$ cat config.mk
export PLATFORM = sky130hd
export DESIGN_NAME = periodic_alarm_scheduler_unit
export DESIGN_NICKNAME = d
export VERILOG_FILES = /design/src/pas_pkg.sv /design/src/pas_front.sv /design/src/pas_queue.sv /design/src/pas_back.sv /design/src/periodic_alarm_scheduler_unit.sv
export VERILOG_INCLUDE_DIRS = /design/src /design/src/src
export SDC_FILE = /design/constraint.sdc
export NUM_CORES = 2
export LEC_CHECK = 0
export BUFFER_PORTS_ARGS = -buffer_cell sky130_fd_sc_hd__buf_2
export CAP_MARGIN = 10
export CORE_MARGIN = 3
export CORE_UTILIZATION = 50
export CTS_BUF_LIST = sky130_fd_sc_hd__clkbuf_4 sky130_fd_sc_hd__clkbuf_8
export DETAILED_ROUTE_END_ITERATION = 10
export PLACE_DENSITY = 0.66
export REMOVE_ABC_BUFFERS = 1
export SYNTH_ARGS = -nofsm -noshare
export SYNTH_HDL_FRONTEND = slang
export SYNTH_SLANG_ARGS = --single-unit
$ cat constraint.sdc
create_clock -name clock -period 14.1 [get_ports clock]
set_input_delay 2.82 -clock clock [delete_from_list [all_inputs] [get_ports clock]]
set_output_delay 2.82 -clock clock [all_outputs]
set_load 0.03 [all_outputs]
$ cat src/periodic_alarm_scheduler_unit_macros.svh
// ----------------------------------------------------------------------------
// Assertion macros for the periodic alarm scheduler
// Implication checks on a clock with a synchronous reset that disables them.
// ----------------------------------------------------------------------------
`ifndef PERIODIC_ALARM_SCHEDULER_UNIT_MACROS_SVH
`define PERIODIC_ALARM_SCHEDULER_UNIT_MACROS_SVH

// same-cycle implication
`define PAS_ASSERT_IMP(lbl, clk, rst, ante, cons, msg) \
   lbl: assert property (@(posedge clk) disable iff (rst) (ante) |-> (cons)) else $error(msg);

// next-cycle implication
`define PAS_ASSERT_NXT(lbl, clk, rst, ante, cons, msg) \
   lbl: assert property (@(posedge clk) disable iff (rst) (ante) |=> (cons)) else $error(msg);

`endif

$ cat src/pas_pkg.sv
// ----------------------------------------------------------------------------
// pas_pkg
// Types and constants shared by the periodic alarm scheduler modules.
// ----------------------------------------------------------------------------
package pas_pkg;

   localparam int SLOTS       = 16;
   localparam int MAX_FIRES   = 64;
   localparam int SLOT_W      = (SLOTS > 1) ? $clog2(SLOTS) : 1;
   localparam int CNT_W       = $clog2(MAX_FIRES + 1);
   localparam int QUEUE_DEPTH = 2;
   localparam int QUEUE_AW    = (QUEUE_DEPTH > 1) ? $clog2(QUEUE_DEPTH) : 1;
   localparam int QUEUE_CW    = $clog2(QUEUE_DEPTH + 1);

   localparam logic OP_INSERT = 1'b0;
   localparam logic OP_TICK   = 1'b1;

   localparam logic KIND_STATUS = 1'b0;
   localparam logic KIND_FIRED  = 1'b1;

   localparam logic [1:0] STATUS_OK      = 2'd0;
   localparam logic [1:0] STATUS_INVALID = 2'd1;
   localparam logic [1:0] STATUS_FULL    = 2'd2;

   typedef struct packed {
      logic        operation;
      logic [7:0]  task_id;
      logic        task_present;
      logic [31:0] notify_bits;
      logic [31:0] initial_delay;
      logic [31:0] period;
      logic [31:0] current_time;
   } req_type;

   typedef struct packed {
      logic        kind;
      logic [1:0]  status;
      logic [7:0]  fired_task;
      logic        fired_task_present;
      logic [31:0] fired_mask;
      logic        last;
   } rsp_type;

   typedef enum logic [1:0] {
      CMD_INSERT,
      CMD_REJECT,
      CMD_TICK
   } cmd_kind_type;

   // value holds the first due time for an insert and the current time for a tick
   typedef struct packed {
      cmd_kind_type kind;
      logic [7:0]   task_id;
      logic         task_present;
      logic [31:0]  notify_bits;
      logic [31:0]  value;
      logic [31:0]  period;
   } cmd_type;

   typedef struct packed {
      logic full;
      logic empty;
   } queue_stat_type;

endpackage

$ cat src/pas_front.sv
// ----------------------------------------------------------------------------
// pas_front
// Accepts requests, classifies them and computes the first due time.
// ----------------------------------------------------------------------------
module pas_front (
   input  logic                    start,
   output logic                    busy,
   input  pas_pkg::req_type        req_data,
   input  pas_pkg::queue_stat_type q_stat,
   output logic                    push,
   output pas_pkg::cmd_type        push_cmd
);

   assign busy = q_stat.full;
   assign push = start && !q_stat.full;

   always_comb begin
      push_cmd              = '0;
      push_cmd.task_id      = req_data.task_id;
      push_cmd.task_present = req_data.task_present;
      push_cmd.notify_bits  = req_data.notify_bits;
      push_cmd.period       = req_data.period;
      if (req_data.operation == pas_pkg::OP_TICK) begin
         push_cmd.kind  = pas_pkg::CMD_TICK;
         push_cmd.value = req_data.current_time;
      end else begin
         // wrap modulo 2^32
         push_cmd.value = req_data.initial_delay + req_data.period;
         if (req_data.period == 32'd0) begin
            push_cmd.kind = pas_pkg::CMD_REJECT;
         end else begin
            push_cmd.kind = pas_pkg::CMD_INSERT;
         end
      end
   end

endmodule

$ cat src/pas_queue.sv
// ----------------------------------------------------------------------------
// pas_queue
// Short command queue between the front and the back.
// ----------------------------------------------------------------------------
module pas_queue (
   input  logic                    clock,
   input  logic                    reset,
   input  logic                    push,
   input  pas_pkg::cmd_type        push_cmd,
   input  logic                    pop,
   output pas_pkg::cmd_type        pop_cmd,
   output pas_pkg::queue_stat_type q_stat
);

   pas_pkg::cmd_type                 entry_ff [pas_pkg::QUEUE_DEPTH];
   logic [pas_pkg::QUEUE_AW-1:0]     wr_ptr_ff, wr_ptr_in;
   logic [pas_pkg::QUEUE_AW-1:0]     rd_ptr_ff, rd_ptr_in;
   logic [pas_pkg::QUEUE_CW-1:0]     count_ff, count_in;
   logic                             do_push, do_pop;

   assign q_stat.full  = (count_ff == pas_pkg::QUEUE_CW'(pas_pkg::QUEUE_DEPTH));
   assign q_stat.empty = (count_ff == '0);
   assign pop_cmd      = entry_ff[rd_ptr_ff];

   assign do_push = push && !q_stat.full;
   assign do_pop  = pop && !q_stat.empty;

   always_comb begin
      wr_ptr_in = wr_ptr_ff;
      rd_ptr_in = rd_ptr_ff;
      count_in  = count_ff;
      if (do_push) begin
         if (wr_ptr_ff == pas_pkg::QUEUE_AW'(pas_pkg::QUEUE_DEPTH - 1)) begin
            wr_ptr_in = '0;
         end else begin
            wr_ptr_in = wr_ptr_ff + 1'b1;
         end
      end
      if (do_pop) begin
         if (rd_ptr_ff == pas_pkg::QUEUE_AW'(pas_pkg::QUEUE_DEPTH - 1)) begin
            rd_ptr_in = '0;
         end else begin
            rd_ptr_in = rd_ptr_ff + 1'b1;
         end
      end
      if (do_push && !do_pop) begin
         count_in = count_ff + 1'b1;
      end else if (do_pop && !do_push) begin
         count_in = count_ff - 1'b1;
      end
   end

   always_ff @(posedge clock) begin
      if (reset) begin
         wr_ptr_ff <= '0;
         rd_ptr_ff <= '0;
         count_ff  <= '0;
      end else begin
         wr_ptr_ff <= wr_ptr_in;
         rd_ptr_ff <= rd_ptr_in;
         count_ff  <= count_in;
      end
   end

   always_ff @(posedge clock) begin
      if (do_push) begin
         entry_ff[wr_ptr_ff] <= push_cmd;
      end
   end

endmodule

$ cat src/pas_back.sv
// ----------------------------------------------------------------------------
// pas_back
// Executes queued commands against the alarm table: slot scan, insert, fire.
// ----------------------------------------------------------------------------
`include "periodic_alarm_scheduler_unit_macros.svh"

module pas_back (
   input  logic                    clock,
   input  logic                    reset,
   input  pas_pkg::queue_stat_type q_stat,
   input  pas_pkg::cmd_type        pop_cmd,
   output logic                    pop,
   output logic                    rsp_strobe,
   output pas_pkg::rsp_type        rsp_data
);

   typedef enum logic [2:0] {
      ST_IDLE,
      ST_SCAN,
      ST_DECIDE,
      ST_READ,
      ST_FIRE,
      ST_FLUSH
   } state_type;

   localparam logic [pas_pkg::SLOT_W-1:0] LAST_SLOT = pas_pkg::SLOT_W'(pas_pkg::SLOTS - 1);
   localparam logic [pas_pkg::CNT_W-1:0]  LAST_FIRE = pas_pkg::CNT_W'(pas_pkg::MAX_FIRES - 1);

   state_type                    state_ff, state_in;
   pas_pkg::cmd_type             cmd_ff, cmd_in;
   logic [pas_pkg::SLOT_W-1:0]   scan_idx_ff, scan_idx_in;
   logic                         issue_ff, issue_in;
   logic                         rd_vld_ff, rd_vld_in;
   logic [pas_pkg::SLOT_W-1:0]   rd_idx_ff, rd_idx_in;
   logic                         rd_last_ff, rd_last_in;
   logic                         best_vld_ff, best_vld_in;
   logic [pas_pkg::SLOT_W-1:0]   best_idx_ff, best_idx_in;
   logic [31:0]                  best_due_ff, best_due_in;
   logic                         pend_vld_ff, pend_vld_in;
   pas_pkg::rsp_type             pend_ff, pend_in;
   logic [pas_pkg::CNT_W-1:0]    fire_cnt_ff, fire_cnt_in;
   logic [pas_pkg::SLOTS-1:0]    valid_ff, valid_in;
   logic                         rsp_strobe_ff, rsp_strobe_in;
   pas_pkg::rsp_type             rsp_ff, rsp_in;

   // table storage, read through registers
   logic [31:0] due_mem_ff  [pas_pkg::SLOTS];
   logic [31:0] per_mem_ff  [pas_pkg::SLOTS];
   logic [7:0]  task_mem_ff [pas_pkg::SLOTS];
   logic        pres_mem_ff [pas_pkg::SLOTS];
   logic [31:0] mask_mem_ff [pas_pkg::SLOTS];
   logic [31:0] rd_due_ff;
   logic        rd_slot_vld_ff;
   logic [31:0] fire_per_ff;
   logic [7:0]  fire_task_ff;
   logic        fire_pres_ff;
   logic [31:0] fire_mask_ff;
   logic        slot_we, due_we;

   assign rsp_strobe = rsp_strobe_ff;
   assign rsp_data   = rsp_ff;

   always_comb begin
      state_in      = state_ff;
      cmd_in        = cmd_ff;
      scan_idx_in   = scan_idx_ff;
      issue_in      = issue_ff;
      rd_vld_in     = 1'b0;
      rd_idx_in     = scan_idx_ff;
      rd_last_in    = 1'b0;
      best_vld_in   = best_vld_ff;
      best_idx_in   = best_idx_ff;
      best_due_in   = best_due_ff;
      pend_vld_in   = pend_vld_ff;
      pend_in       = pend_ff;
      fire_cnt_in   = fire_cnt_ff;
      valid_in      = valid_ff;
      rsp_strobe_in = 1'b0;
      rsp_in        = rsp_ff;
      pop           = 1'b0;
      slot_we       = 1'b0;
      due_we        = 1'b0;

      case (state_ff)
         ST_IDLE: begin
            fire_cnt_in = '0;
            if (!q_stat.empty) begin
               pop    = 1'b1;
               cmd_in = pop_cmd;
               case (pop_cmd.kind)
                  pas_pkg::CMD_REJECT: begin
                     rsp_strobe_in  = 1'b1;
                     rsp_in         = '0;
                     rsp_in.kind    = pas_pkg::KIND_STATUS;
                     rsp_in.status  = pas_pkg::STATUS_INVALID;
                     rsp_in.last    = 1'b1;
                  end
                  pas_pkg::CMD_INSERT, pas_pkg::CMD_TICK: begin
                     state_in    = ST_SCAN;
                     scan_idx_in = '0;
                     issue_in    = 1'b1;
                     best_vld_in = 1'b0;
                  end
                  default: begin
                  end
               endcase
            end
         end

         ST_SCAN: begin
            if (issue_ff) begin
               rd_vld_in  = 1'b1;
               rd_last_in = (scan_idx_ff == LAST_SLOT);
               if (scan_idx_ff == LAST_SLOT) begin
                  issue_in = 1'b0;
               end else begin
                  scan_idx_in = scan_idx_ff + 1'b1;
               end
            end
            if (rd_vld_ff) begin
               if (cmd_ff.kind == pas_pkg::CMD_INSERT) begin
                  // lowest free slot
                  if (!rd_slot_vld_ff && !best_vld_ff) begin
                     best_vld_in = 1'b1;
                     best_idx_in = rd_idx_ff;
                  end
               end else begin
                  // strict compare keeps the lowest slot on ties
                  if (rd_slot_vld_ff && (!best_vld_ff || (rd_due_ff < best_due_ff))) begin
                     best_vld_in = 1'b1;
                     best_idx_in = rd_idx_ff;
                     best_due_in = rd_due_ff;
                  end
               end
               if (rd_last_ff) begin
                  state_in = ST_DECIDE;
               end
            end
         end

         ST_DECIDE: begin
            case (cmd_ff.kind)
               pas_pkg::CMD_INSERT: begin
                  rsp_strobe_in = 1'b1;
                  rsp_in        = '0;
                  rsp_in.kind   = pas_pkg::KIND_STATUS;
                  rsp_in.last   = 1'b1;
                  if (best_vld_ff) begin
                     slot_we               = 1'b1;
                     valid_in[best_idx_ff] = 1'b1;
                     rsp_in.status         = pas_pkg::STATUS_OK;
                  end else begin
                     rsp_in.status = pas_pkg::STATUS_FULL;
                  end
                  state_in = ST_IDLE;
               end
               pas_pkg::CMD_TICK: begin
                  if (best_vld_ff && (cmd_ff.value >= best_due_ff)) begin
                     state_in = ST_READ;
                  end else begin
                     // nothing more is due: release the held record as the last one
                     if (pend_vld_ff) begin
                        rsp_strobe_in = 1'b1;
                        rsp_in        = pend_ff;
                        rsp_in.last   = 1'b1;
                     end
                     pend_vld_in = 1'b0;
                     state_in    = ST_IDLE;
                  end
               end
               default: begin
                  state_in = ST_IDLE;
               end
            endcase
         end

         ST_READ: begin
            state_in = ST_FIRE;
         end

         ST_FIRE: begin
            // hold the new record until we know whether another follows
            if (pend_vld_ff) begin
               rsp_strobe_in = 1'b1;
               rsp_in        = pend_ff;
               rsp_in.last   = 1'b0;
            end
            pend_vld_in                = 1'b1;
            pend_in                    = '0;
            pend_in.kind               = pas_pkg::KIND_FIRED;
            pend_in.status             = pas_pkg::STATUS_OK;
            pend_in.fired_task         = fire_task_ff;
            pend_in.fired_task_present = fire_pres_ff;
            pend_in.fired_mask         = fire_mask_ff;
            due_we                     = 1'b1;
            fire_cnt_in                = fire_cnt_ff + 1'b1;
            if (fire_cnt_ff == LAST_FIRE) begin
               state_in = ST_FLUSH;
            end else begin
               state_in    = ST_SCAN;
               scan_idx_in = '0;
               issue_in    = 1'b1;
               best_vld_in = 1'b0;
            end
         end

         ST_FLUSH: begin
            rsp_strobe_in = 1'b1;
            rsp_in        = pend_ff;
            rsp_in.last   = 1'b1;
            pend_vld_in   = 1'b0;
            state_in      = ST_IDLE;
         end

         default: begin
            state_in = ST_IDLE;
         end
      endcase
   end

   always_ff @(posedge clock) begin
      if (reset) begin
         state_ff      <= ST_IDLE;
         issue_ff      <= 1'b0;
         rd_vld_ff     <= 1'b0;
         rd_last_ff    <= 1'b0;
         best_vld_ff   <= 1'b0;
         pend_vld_ff   <= 1'b0;
         fire_cnt_ff   <= '0;
         valid_ff      <= '0;
         rsp_strobe_ff <= 1'b0;
      end else begin
         state_ff      <= state_in;
         issue_ff      <= issue_in;
         rd_vld_ff     <= rd_vld_in;
         rd_last_ff    <= rd_last_in;
         best_vld_ff   <= best_vld_in;
         pend_vld_ff   <= pend_vld_in;
         fire_cnt_ff   <= fire_cnt_in;
         valid_ff      <= valid_in;
         rsp_strobe_ff <= rsp_strobe_in;
      end
      cmd_ff      <= cmd_in;
      scan_idx_ff <= scan_idx_in;
      rd_idx_ff   <= rd_idx_in;
      best_idx_ff <= best_idx_in;
      best_due_ff <= best_due_in;
      pend_ff     <= pend_in;
      rsp_ff      <= rsp_in;
   end

   always_ff @(posedge clock) begin
      rd_due_ff      <= due_mem_ff[scan_idx_ff];
      rd_slot_vld_ff <= valid_ff[scan_idx_ff];
      fire_per_ff    <= per_mem_ff[best_idx_ff];
      fire_task_ff   <= task_mem_ff[best_idx_ff];
      fire_pres_ff   <= pres_mem_ff[best_idx_ff];
      fire_mask_ff   <= mask_mem_ff[best_idx_ff];
      if (slot_we) begin
         due_mem_ff[best_idx_ff]  <= cmd_ff.value;
         per_mem_ff[best_idx_ff]  <= cmd_ff.period;
         task_mem_ff[best_idx_ff] <= cmd_ff.task_id;
         pres_mem_ff[best_idx_ff] <= cmd_ff.task_present;
         mask_mem_ff[best_idx_ff] <= cmd_ff.notify_bits;
      end else if (due_we) begin
         // advance modulo 2^32
         due_mem_ff[best_idx_ff] <= best_due_ff + fire_per_ff;
      end
   end

   `PAS_ASSERT_IMP(a_status_is_last, clock, reset, rsp_strobe_ff && (rsp_ff.kind == pas_pkg::KIND_STATUS), rsp_ff.last, "insert status without last")
   `PAS_ASSERT_IMP(a_idle_no_pending, clock, reset, state_ff == ST_IDLE, !pend_vld_ff, "fired record held while idle")
   `PAS_ASSERT_IMP(a_fire_limit, clock, reset, state_ff == ST_FIRE, fire_cnt_ff <= LAST_FIRE, "fire count beyond limit")
   `PAS_ASSERT_NXT(a_fire_releases, clock, reset, (state_ff == ST_FIRE) && pend_vld_ff, rsp_strobe_ff && !rsp_ff.last && (rsp_ff.kind == pas_pkg::KIND_FIRED), "held record not released on fire")

endmodule

$ cat src/periodic_alarm_scheduler_unit.sv
// ----------------------------------------------------------------------------
// periodic_alarm_scheduler_unit
// Table of periodic alarms with insert and tick requests.
// ----------------------------------------------------------------------------
// Usage:
//   A request is taken on a rising edge with start high and busy low. An
//   insert (operation 0) answers one status result: ok, invalid period (zero)
//   or table full. A tick (operation 1) answers zero or more fired records,
//   one per alarm firing, earliest due time first, lowest slot on ties, at most
//   MAX_FIRES per tick; the last record carries last = 1. A tick with nothing
//   due answers nothing.
//   Each result is on rsp_data for one cycle with rsp_strobe high; the
//   receiver cannot stall, so results are never held back.
//   An invalid insert answers without a slot scan. A valid insert
//   scans every slot serially (one slot read per cycle). A tick runs
//   scan, compare, table read and fire once per fired alarm, then a
//   final scan that finds nothing due, or a flush state once MAX_FIRES
//   records fired.
//   A two-entry command queue takes further requests while one executes;
//   busy is high while that queue is full.
//   Reset (synchronous) empties the table and the queue.
// ----------------------------------------------------------------------------
module periodic_alarm_scheduler_unit (
   input  logic             clock,
   input  logic             reset,
   input  logic             start,
   output logic             busy,
   input  pas_pkg::req_type req_data,
   output logic             rsp_strobe,
   output pas_pkg::rsp_type rsp_data
);

   pas_pkg::queue_stat_type q_stat;
   pas_pkg::cmd_type        push_cmd;
   pas_pkg::cmd_type        pop_cmd;
   logic                    push;
   logic                    pop;

   pas_front u_front (
      .start    (start),
      .busy     (busy),
      .req_data (req_data),
      .q_stat   (q_stat),
      .push     (push),
      .push_cmd (push_cmd)
   );

   pas_queue u_queue (
      .clock    (clock),
      .reset    (reset),
      .push     (push),
      .push_cmd (push_cmd),
      .pop      (pop),
      .pop_cmd  (pop_cmd),
      .q_stat   (q_stat)
   );

   pas_back u_back (
      .clock      (clock),
      .reset      (reset),
      .q_stat     (q_stat),
      .pop_cmd    (pop_cmd),
      .pop        (pop),
      .rsp_strobe (rsp_strobe),
      .rsp_data   (rsp_data)
   );

endmodule

==> key figures <==
Worst setup path
  – Crit-path slowest cell: o211ai_1
  – Worst EP arrival: 5.78 ns
  – CP top delay family: compound AO/OA/AOI/OAI gates
  – Critical Path Fanout Max: 4
  – Critical path class: input port to flip-flop
  – Most used cell, CP: a21oi_1
  – Critical Path RT: around 15 ns
  – CP Cell Sequence: buf_2 > ha_1 > inv_1 > fa_1 > nor2b_1 > o211ai_1 > a21oi_1 > a21oi_1 > a211oi_1 > o31ai_1 > mux2i_1 > o311ai_1
  – CP Buf/Inv Count: 2
  – Crit path largest cell delay: 0.59 ns
  – Startpoint types: input port
  – CP endpoint kind: flip-flop

GRT
  – Gr usage total: between 20 and 25%
  – Antenna violations before repair: 38
  – Largest net degree at the start of global routing: 136
  – GRT Max-Usage Layer: met2
  – Met3 usage: ~3.7%
  – Vias in the first global route: roughly 43000
  – GR Util met1: between 30% and 40%
  – First-pass GRT wire length: between 200000 and 300000 µm
  – GR Layer Usage met2: between 30% and 40%
  – GRT Residual Overflow: 0

STA
  – Worst Skew: a little over 0.09 ns
  – Setup repair after global routing missed its margin: no
  – Max-slew headroom: about a quarter
  – # setup viols final: 0
  – Final WS setup: 9.06 ns
  – Final period utilization: between 30% and 40%
  – Worst hold margin: 0.361 ns
  – Fmax: about 200 MHz
  – Worst-margin pin slew: about 1.1 ns
  – Minimum clock period: 5.04 ns
  – Final hold violations: 0
  – Max-slew violations: 0

Yosys
  – Mapped cell area: about 87000 µm²
  – Sequential share of the synthesized area: between 70 and 80%
  – Synth Register Bits: ~2300
  – Share of synthesized flip-flops with an asynchronous set or reset: 0%
  – Most frequent cell after synthesis: edfxtp_1
  – Mapped Avg Cell Area: about 21 µm²
  – Mapped Cells: roughly 4100
  – Synth cell types: 76
  – Area share of the leading cell type in the synthesized netlist: 73.2%
  – Area leader, netlist: edfxtp_1
  – Number of synthesized flops with an enable pin: between 2000 and 2500
  – Main synth FF type: edfxtp_1
  – Ranking of synthesized cells by area: edfxtp_1 (73%), mux4_2 (14%), dfxtp_1 (3.4%)
  – Yosys warns: 0
  – Synth cell count leaders: edfxtp_1 (2127), mux4_2 (530), dfxtp_1 (147), ha_1 (128), nand2_1 (116)

Detailed routing
  – DRT iter0 DRCs: approximately 4900
  – Post-route DRC violation count: 0
  – Vias per cell: approximately 5.9
  – Via count: around 42000
  – Post-DRT Antenna Nets: 0
  – Drt first pass iters: 6
  – Wire per inst: ~29 µm
  – Post-Route WL: 205000 µm

Placement
  – Final weighted congestion in routability-driven placement: slightly below 0.9
  – HPWL after DPL: between 100000 and 150000 µm
  – Port Buffers: 187
  – DP Area: between 90000 and 100000 µm²
  – Worst slack at placement: 8.11 ns

Power and ir drop
  – P per Cell Area: ~170 nW/µm²
  – Flop pwr share: between 50% and 60%
  – Total chip power: 16.8 mW
  – Peak supply drop: between 0.00015 and 0.0002 V
  – Clk pwr share: 33.8%
  – Int Power: between 10 and 15 mW
  – Static leakage: 32.6 nW
  – Sw frac: 25.2%
  – Comb pwr share: 11.7%
  – Net Sw Power: between 4 and 5 mW

Floorplan
  – Core area: 172000 µm²
  – Die area: roughly 180000 µm²
  – Die width: between 400 and 500 µm
  – Io pins: between 150 and 200
  – Row cnt: roughly 150
  – Die Span Y: between 400 and 500 µm
  – Initial core utilization: around 51%

CTS
  – Resize count post-CTS: 0
  – H-tree Lvls: 5
  – Worst skew pair latency: 1.04 ns
  – TritonCTS Buffers: 372
  – Clock-pin slew on the worst setup and hold paths: approximately 0.060 ns
  – CTS tree: yes
  – Max Buffers Root-to-Sink: 4
  – Cts hold-fix bufs: 0
  – Root Driver: clkbuf_8
  – Setup bufs post-CTS: 0
  – CTS Sinks: approximately 2300

Min path
  – Min-delay worst type: flip-flop to flip-flop

Final layout
  – Layout cells sized above 1: ~33%
  – Area growth, synth to finish: 13.5%
  – NumNets Final: between 4000 and 5000
  – FILL cells: 12650
  – Final Util: a little under three fifths
  – Final Instance Area: 99000 µm²

Run status
  – Outcome: finished clean

Run
  – Max Cap Violations: 0
==> state kept, by name (all words and copies together), names as in the netlist, 3 cells and up, named ones only <==
name                 flops
u_back.best_due_ff      32
u_back.best_idx_ff       4
u_back.cmd_ff          107
u_back.due_mem_ff      512
u_back.fire_cnt_ff       7
u_back.fire_mask_ff     32
u_back.fire_per_ff      32
u_back.fire_task_ff      8
u_back.mask_mem_ff     512
u_back.pend_ff          41
u_back.per_mem_ff      512
u_back.pres_mem_ff      16
u_back.rd_due_ff        32
u_back.rd_idx_ff         4
u_back.rd_idx_in         4
u_back.rsp_data         45
u_back.state_ff          3
u_back.task_mem_ff     128
u_back.valid_ff         16
u_queue.entry_ff       214
==> power by group through the flow <==
stage                     combinational (mW)  sequential, mW  clock [mW]
final                                   1.97            9.18        5.69
after global routing                    2.14            9.25        6.13
after CTS                               2.00            9.17        5.82
after detailed placement                1.99            9.31           0
after global placement                  1.96            9.26           0
after floorplan                         1.24            9.31           0
==> final cells by class <==
type	instances	area [µm²]	share of cell area [%]
Clock buffer	569	6920	6.99
Clock inverter	91	541	0.546
Tap cell	2310	2890	2.92
Inverter	65	245	0.248
Antenna cell	17	42.5	0.0430
Multi-Input combinational cell	1579	19800	20.0
Timing Repair Buffer	288	1760	1.77
Sequential cell	2274	66800	67.5
==> final timing paths <==
check             slack (ns)             startpoint                 endpoint  depth (start not counted)
setup / recovery        9.06           req_data[32]  u_queue.entry_ff[0][62]                         12
hold / removal          0.36    u_back.rd_idx_ff[1]    u_back.best_idx_ff[1]                          0
setup reg to reg        9.09  u_back.best_idx_ff[1]  u_back.fire_mask_ff[14]                          6
hold reg to reg         0.36    u_back.rd_idx_ff[1]    u_back.best_idx_ff[1]                          0
==> layer usage <==
metal	part of all wire (%)	routed length, µm
met5	0	0
met4	3.3	6700
met3	6.8	14000
met2	49	101000
met1	41	83300
==> cell families after synthesis <==
kind of cell | synth area share [%]
DFF | 76.6
muxes | 15.1
and+or+nand+nor | 2.42
AOI/OAI and AO/OA | 2.40
buffers and inverters | 1.08
adders and majority gates | 1.88
xor gates and xnor gates | 0.522
==> per-stage QoR <==
stage,TNS (ns),std cells
2_1_floorplan,-4772.14,3918
3_3_place_gp,0,6514
3_5_place_dp,0,6514
4_1_cts,0,7174
5_1_grt,0,7190
6_report,0,7193
==> placed cells by master (no fill, tap or decap), drive strengths merged, types with 86 or more instances in the layout <==
| cell type | n |
|---|---|
| edfxtp | 2127 |
| clkbuf | 570 |
| mux4 | 530 |
| buf | 287 |
| dfxtp | 147 |
| ha | 128 |
| nand2 | 116 |
| nor2 | 114 |
| mux2 | 109 |
| o21ai | 90 |
| a21oi | 86 |
Note: power is estimated with default switching activity, not from simulation.
